<file path="src/rtl/smi_pkg.sv">
// Shared constants and types for the small matrix inverse block.
package smi_pkg;

   localparam int DEF_ELEMENT_WIDTH = 16;
   localparam int DEF_FRACTION_BITS = 12;
   localparam int OUT_W             = 32;
   localparam int OUT_FRAC          = 16;
   localparam int QB                = OUT_W + 1;
   localparam int N_LANES           = 9;
   localparam int FRONT_STAGES      = 4;
   localparam int LANE_STAGES       = QB + 1;
   localparam logic [1:0] DIM_3X3   = 2'd3;

   typedef logic signed [OUT_W-1:0] out_type;

   typedef struct packed {
      logic singular;
      logic three;
   } mctl_type;

endpackage

</file>
<file path="src/rtl/smi_merge.sv">
// Merge stage: aligns determinant with the lanes and holds the output register.
module smi_merge #(
   parameter int DW = 3 * smi_pkg::DEF_ELEMENT_WIDTH + 3
) (
   input  logic               clock,
   input  logic               reset,
   input  logic               in_valid,
   input  smi_pkg::mctl_type  ctl,
   input  logic signed [DW:0] drnd,
   input  smi_pkg::out_type   lane_res [smi_pkg::N_LANES],
   input  logic               rsp_stall,
   output logic               adv,
   output logic               rsp_valid,
   output smi_pkg::out_type   rsp_determinant,
   output logic               rsp_singular,
   output smi_pkg::out_type   rsp_r [smi_pkg::N_LANES]
);
   import smi_pkg::*;

   localparam logic signed [DW:0] SMAX = (DW+1)'($signed({1'b0, {(OUT_W-1){1'b1}}}));
   localparam logic signed [DW:0] SMIN = (DW+1)'($signed({1'b1, {(OUT_W-1){1'b0}}}));

   logic signed [DW:0] drnd_ff [LANE_STAGES];
   mctl_type           ctl_ff  [LANE_STAGES];
   logic               rsp_valid_ff, rsp_valid_in;
   logic signed [DW:0] dlast;
   out_type            det_in;

   assign adv          = !(rsp_valid_ff && rsp_stall);
   assign rsp_valid_in = adv ? in_valid : rsp_valid_ff;
   assign rsp_valid    = rsp_valid_ff;
   assign dlast        = drnd_ff[LANE_STAGES-1];

   always_comb begin
      if (dlast > SMAX) begin
         det_in = out_type'(SMAX[OUT_W-1:0]);
      end else if (dlast < SMIN) begin
         det_in = out_type'(SMIN[OUT_W-1:0]);
      end else begin
         det_in = out_type'(dlast[OUT_W-1:0]);
      end
   end

   always_ff @(posedge clock) begin
      if (reset) begin
         rsp_valid_ff <= 1'b0;
      end else begin
         rsp_valid_ff <= rsp_valid_in;
      end
   end

   always_ff @(posedge clock) begin
      if (adv) begin
         drnd_ff[0] <= drnd;
         ctl_ff[0]  <= ctl;
         for (int k = 1; k < LANE_STAGES; k++) begin
            drnd_ff[k] <= drnd_ff[k-1];
            ctl_ff[k]  <= ctl_ff[k-1];
         end
         rsp_determinant <= det_in;
         rsp_singular    <= ctl_ff[LANE_STAGES-1].singular;
         rsp_r           <= lane_res;
      end
   end

endmodule

</file>
<file path="config.mk">
export PLATFORM = sky130hd
export DESIGN_NAME = smi_merge
export DESIGN_NICKNAME = d
export VERILOG_FILES = /design/src/rtl/smi_pkg.sv /design/src/rtl/smi_merge.sv
export SDC_FILE = /design/constraint.sdc
export NUM_CORES = 2
export LEC_CHECK = 0
export ABC_AREA = 1
export BUFFER_PORTS_ARGS = -buffer_cell sky130_fd_sc_hd__buf_4
export CAP_MARGIN = 20
export CELL_PAD_IN_SITES_DETAIL_PLACEMENT = 0
export CELL_PAD_IN_SITES_GLOBAL_PLACEMENT = 1
export CORE_MARGIN = 3
export CORE_UTILIZATION = 46
export CTS_BUF_LIST = sky130_fd_sc_hd__clkbuf_4
export DETAILED_ROUTE_END_ITERATION = 6
export PLACE_DENSITY = 0.71
export SLEW_MARGIN = 30
export SYNTH_ARGS = -nofsm -noshare
export SYNTH_HDL_FRONTEND = slang
export SYNTH_SLANG_ARGS = --single-unit
</file>
<file path="constraint.sdc">
create_clock -name clock -period 99.9 [get_ports clock]
set_input_delay 19.98 -clock clock [delete_from_list [all_inputs] [get_ports clock]]
set_output_delay 19.98 -clock clock [all_outputs]
set_load 0.01 [all_outputs]
</file>
# Word-level counts from Yosys, hierarchy flattened
# Memories as Yosys holds them, arrays and structs flattened. A register that Yosys moved wholly into a read port is not among the register bits.
# Cells that the tools add are included.
[totals]
reg_bits = 321
mem_bits_rw = 1836
inputBits = 346
out_inout_bits = 323
elab_cells = 20
mem_count = 2
[classes]
magnitude_cmp = 2
muxes = 2
reduce_logical = 3
[mem_list]
columns = ["name", "words", "width", "rd", "rd_clocked_by_memory_dff", "wr", "line", "source"]
rows = [
  ["drnd_ff", 34, 52, 34, 0, 34, "smi_merge.sv:23", "logic signed [DW:0] drnd_ff [LANE_STAGES];"],
  ["ctl_ff", 34, 2, 34, 1, 34, "smi_merge.sv:24", "mctl_type ctl_ff [LANE_STAGES];"],
]
[ops]
columns = ["operator", "n"]
rows = [
  ["52-bit by 32-bit > comparator with 1-bit output (second input constant)", 1],
  ["52-bit by 32-bit < comparator with 1-bit output (second input constant)", 1],
  ["32-bit two-way mux", 1],
  ["1-bit logical NOT", 2],
  ["1-bit logical AND", 1],
  ["1-bit two-way mux", 1],
]

# Depth between registers and ports, before layout
[logic_depth]
ltp_word = 2
depth_mapped = 7
depth_no_buf = 6

# Least setup slack after synthesis
# Ideal clock, no wire load.
[synth_timing]
path_type = "input -> output"
from = "input port rsp_stall"
to = "output port adv"
t_arrival_ps = 64532
t_required_ps = 79920
setup_slack_ps = 15388
cell_stages = 1
n_path_buf = 0
path_cell_list = "nand2_1"
[synth_via]
elab_chain_len = 2
[synth_lines]
columns = ["item", "line", "source"]
rows = [
  ["start: declaration", "smi_merge.sv:11", "input logic rsp_stall,"],
  ["1-bit logical AND", "smi_merge.sv:29", "assign adv = !(rsp_valid_ff && rsp_stall);"],
  ["1-bit logical NOT", "smi_merge.sv:29", ""],
  ["end: declaration", "smi_merge.sv:12", "output logic adv,"],
]
# Every way passes these cells.

# Final worst setup path
# Ends and elaborated chain as after synthesis.

==> out/summary.md <==
Synthesis handed over a netlist of 2,235 instances. The clock period could shrink to 40,500 ps. The root cell of the clock tree is sky130_fd_sc_hd__clkbuf_4. In the post-synthesis netlist, the biggest area contributors are sky130_fd_sc_hd__edfxtp_1, sky130_fd_sc_hd__nand2_1, sky130_fd_sc_hd__nand2_2. The run finished with clean final reports. The post-route setup TNS was 0 ps; the number of synthesized register bits was 2,124.

Transition time at the pin with the least slew margin: 995 ps. Ranked by instance count, the synthesized netlist is headed by sky130_fd_sc_hd__edfxtp_1, sky130_fd_sc_hd__nand2_1, sky130_fd_sc_hd__nand2_2. The number of gates resized after cts was 0. The run gives 0.568 as the final standard cell utilization of the core. Among all flip-flop cells after synthesis, the most frequent one is sky130_fd_sc_hd__edfxtp_1. The period utilization was 0.405. Across all register-to-register paths, the minimum setup slack is 95,480 ps. The worst setup path is captured at an output port. After synthesis, the netlist uses 16 different library cells. Detailed placement ended at an HPWL of 39.4 mm. The synthesized net count is 2,581. The post-layout total power was 1.89 mW. The wire length per cell is 13.5 um. Setup slack of the critical path after layout: 59,400 ps. Sequential share of the synthesized area: 0.992.

For this design the top-level I/O count stands at 669. TritonCTS built the clock tree. The logs give 63.9 ps for the largest clock skew in the final design and 24,600 for the total number of vias. For this run, the top clock speed supported by timing is 24.7 MHz. The initial core utilization is 0.465. Library cell appearing most often on the critical path: sky130_fd_sc_hd__buf_4. The tools report the iteration count of the initial detailed-routing pass as 6. The mapped netlist covers 64,300 sq um. Entering global routing, the biggest net connects 207 pins.

In this run the core area contains 136 standard-cell rows. The number of buffers added by the clock tree synthesis step was 552; the total setup buffers inserted after CTS was 0. For the die outline area, the log shows 144,000 sq um.

CTS built an H-tree with a depth of 6. The area growth from synthesis to layout is 22.0%. The power per cell area works out to 24.0 nW/um^2. The count of nets left with antenna violations once routing finished came out at 0. Setup violations remaining at the end of the flow were counted as 0. The via count of the first global-routing pass is 26,500. Share of async-settable or async-resettable flops after synthesis: 0. The worst hold path begins at drnd_ff[6][6].

IR analysis of the VDD net gives a maximum drop of 0.0155 mV. The core footprint is 138,000 sq um. The startpoint identified for the worst register-to-register timing path is rsp_valid. The count of flip-flops with a built-in enable after synthesis was 2,123. Setup repair after global routing left no endpoint under its margin. The logs give 59,370 ps for the placement-stage worst setup slack and 0.105 for the combined global-route utilization of all metal layers.

The average cell area after synthesis came out at 28.8 sq um. The floorplan step set the die width to 380 um. The count of final hold-check violations came out at 0. The biggest area contributor in the post-synthesis netlist is sky130_fd_sc_hd__edfxtp_1. At the worst endpoint, the required time is 79,920 ps. The leakage power summed over all cells was 29.5 nW. The path with the worst hold slack has its endpoint at drnd_ff[7][6]. The tools report the number of max-slew violations in the final report as 0. Max-cap violations in this run came to 0. Clock-pin slew was measured on the worst setup and hold paths at 60 ps. The number of cells traversed by the worst register-to-register path works out to 6.

The headroom to the max-slew limit was 0.336; the mean number of vias per cell was 4.34. The min-delay analysis places its worst path in the category reg2reg. After detailed routing, the number of remaining DRC violations is 0.

Proportion of netlist area held by the largest area contributor: 0.991. The maximum fanout count along the critical path is 17, and the total routed wirelength is 76.8 mm. The type of origin of the critical path was an input pin.

Routability-driven placement finished with a final weighted congestion of 0.758. The global-route wire length before repair came out at 123 mm. Buffers placed on the I/O ports in this run total 667.

In this run the critical register-to-register path is captured at drnd_ff[29][19]. The tools report the clock insertion delay at the later pin of the skew report as 1180 ps. The data arrival time at the worst-slack endpoint came out at 20,520 ps. Dominant cell by count in the synthesized netlist: sky130_fd_sc_hd__edfxtp_1. Among all stages on the critical path, the largest delay is contributed by sky130_fd_sc_hd__nand2_4.

The number of warnings reported in the yosys synthesis log came out at 0. For the global-route congestion overflow total, the log shows 0. The share of final-layout standard cells stronger than drive strength 1 was 0.405.

The number of antenna violations at the first check in global routing was 3. Path type of the worst setup path: in2out. On the worst path, the slowest cell contributes a delay of 230 ps. In this run, the number of DRC markers left after iteration 0 of detailed routing was 1,478. The die is 380 um tall.

The number of hold buffers added after CTS was 0. The maximum buffer depth of the clock tree was 4. For the TritonCTS sink count, the log shows 2,124. For this run, the post-layout net count is 3,820. In this run, placement finished with an instance count of 4,780.

The tools report the number of standard cells in the layout, taps in and fillers out as 5,684. The number of cells traversed by the worst hold path was 0. The critical path goes through buf_4, nand2_4, buf_4.
where the power goes:
part	internal (mW)	switching (mW)	leakage, nW	total, mW
logic	0.0235	0.0290	3.63	0.0525
registers	1.13	0.0284	22.0	1.16
clock network	0.372	0.305	3.92	0.676
total	1.52	0.362	29.5	1.89
state kept, by name, summed over array words and instances (netlist names):
| signal | count |
|---|---|
| rsp_valid | 1 |
| rsp_singular | 1 |
| rsp_determinant | 32 |
| rsp_r | 288 |
| drnd_ff | 1768 |
| ctl_ff | 34 |
cell usage in the layout, fill, tap and decap left out, drive strengths merged:
cell / instances
clkinvlp: 4
diode: 8
nand2: 80
nand3: 2
edfxtp: 2123
bufinv: 5
buf: 692
inv: 24
o21bai: 1
clkbuf: 787
dfxtp: 1
nor2: 18
clkinv: 75
a21oi: 1
metrics by stage:
step                area, sq um  hold slack [ps]
global placement          71800              400
floorplan                 64300              400
finish                    78400              360
CTS                       78300              347
global route              78400              329
detailed placement        71800              405
cell families after synthesis:
| group | synth area share |
|---|---|
| and+or+nand+nor | 0.00685 |
| DFF | 0.992 |
| buffers and inverters | 0.00111 |
| AOI/OAI and AO/OA | 0.000370 |
worst max-delay path: cells and delay by family:
kind	cells	cell delay, ps
and+or+nand+nor	1	230
buffers and inverters	2	300
how the worst max path moves through the flow:
stage / startpoint / endpoint / slack [ps]
global route: rsp_stall / adv / 59360
floorplan: rsp_stall / adv / 15390
detailed placement: rsp_stall / adv / 59370
global placement: rsp_stall / adv / 59380
finish: rsp_stall / adv / 59400
CTS: rsp_stall / adv / 59370
layer usage:
layer  part of all wire  wire, um  vias to the layer above  GRT usage
met5                  0         0                        -          0
met4              0.030      2310                        0     0.0618
met3              0.083      6400                      201     0.0545
met2               0.52     39900                      817      0.171
met1               0.37     28100                    11700      0.108
li1                   -         -                    11900          -
cell type report:
| cell class | instances | area [sq um] |
|---|---|---|
| Fill cell | 10300 | 59700 |
| Clock buffer | 787 | 5910 |
| Multi-Input combinational cell | 102 | 472 |
| Inverter | 2 | 7.51 |
| Antenna cell | 8 | 20.0 |
| Clock inverter | 106 | 563 |
| Timing Repair Buffer | 692 | 5360 |
| Sequential cell | 2124 | 63800 |
| Tap cell | 1863 | 2330 |
No activity file was read; power rests on OpenSTA's default activity.
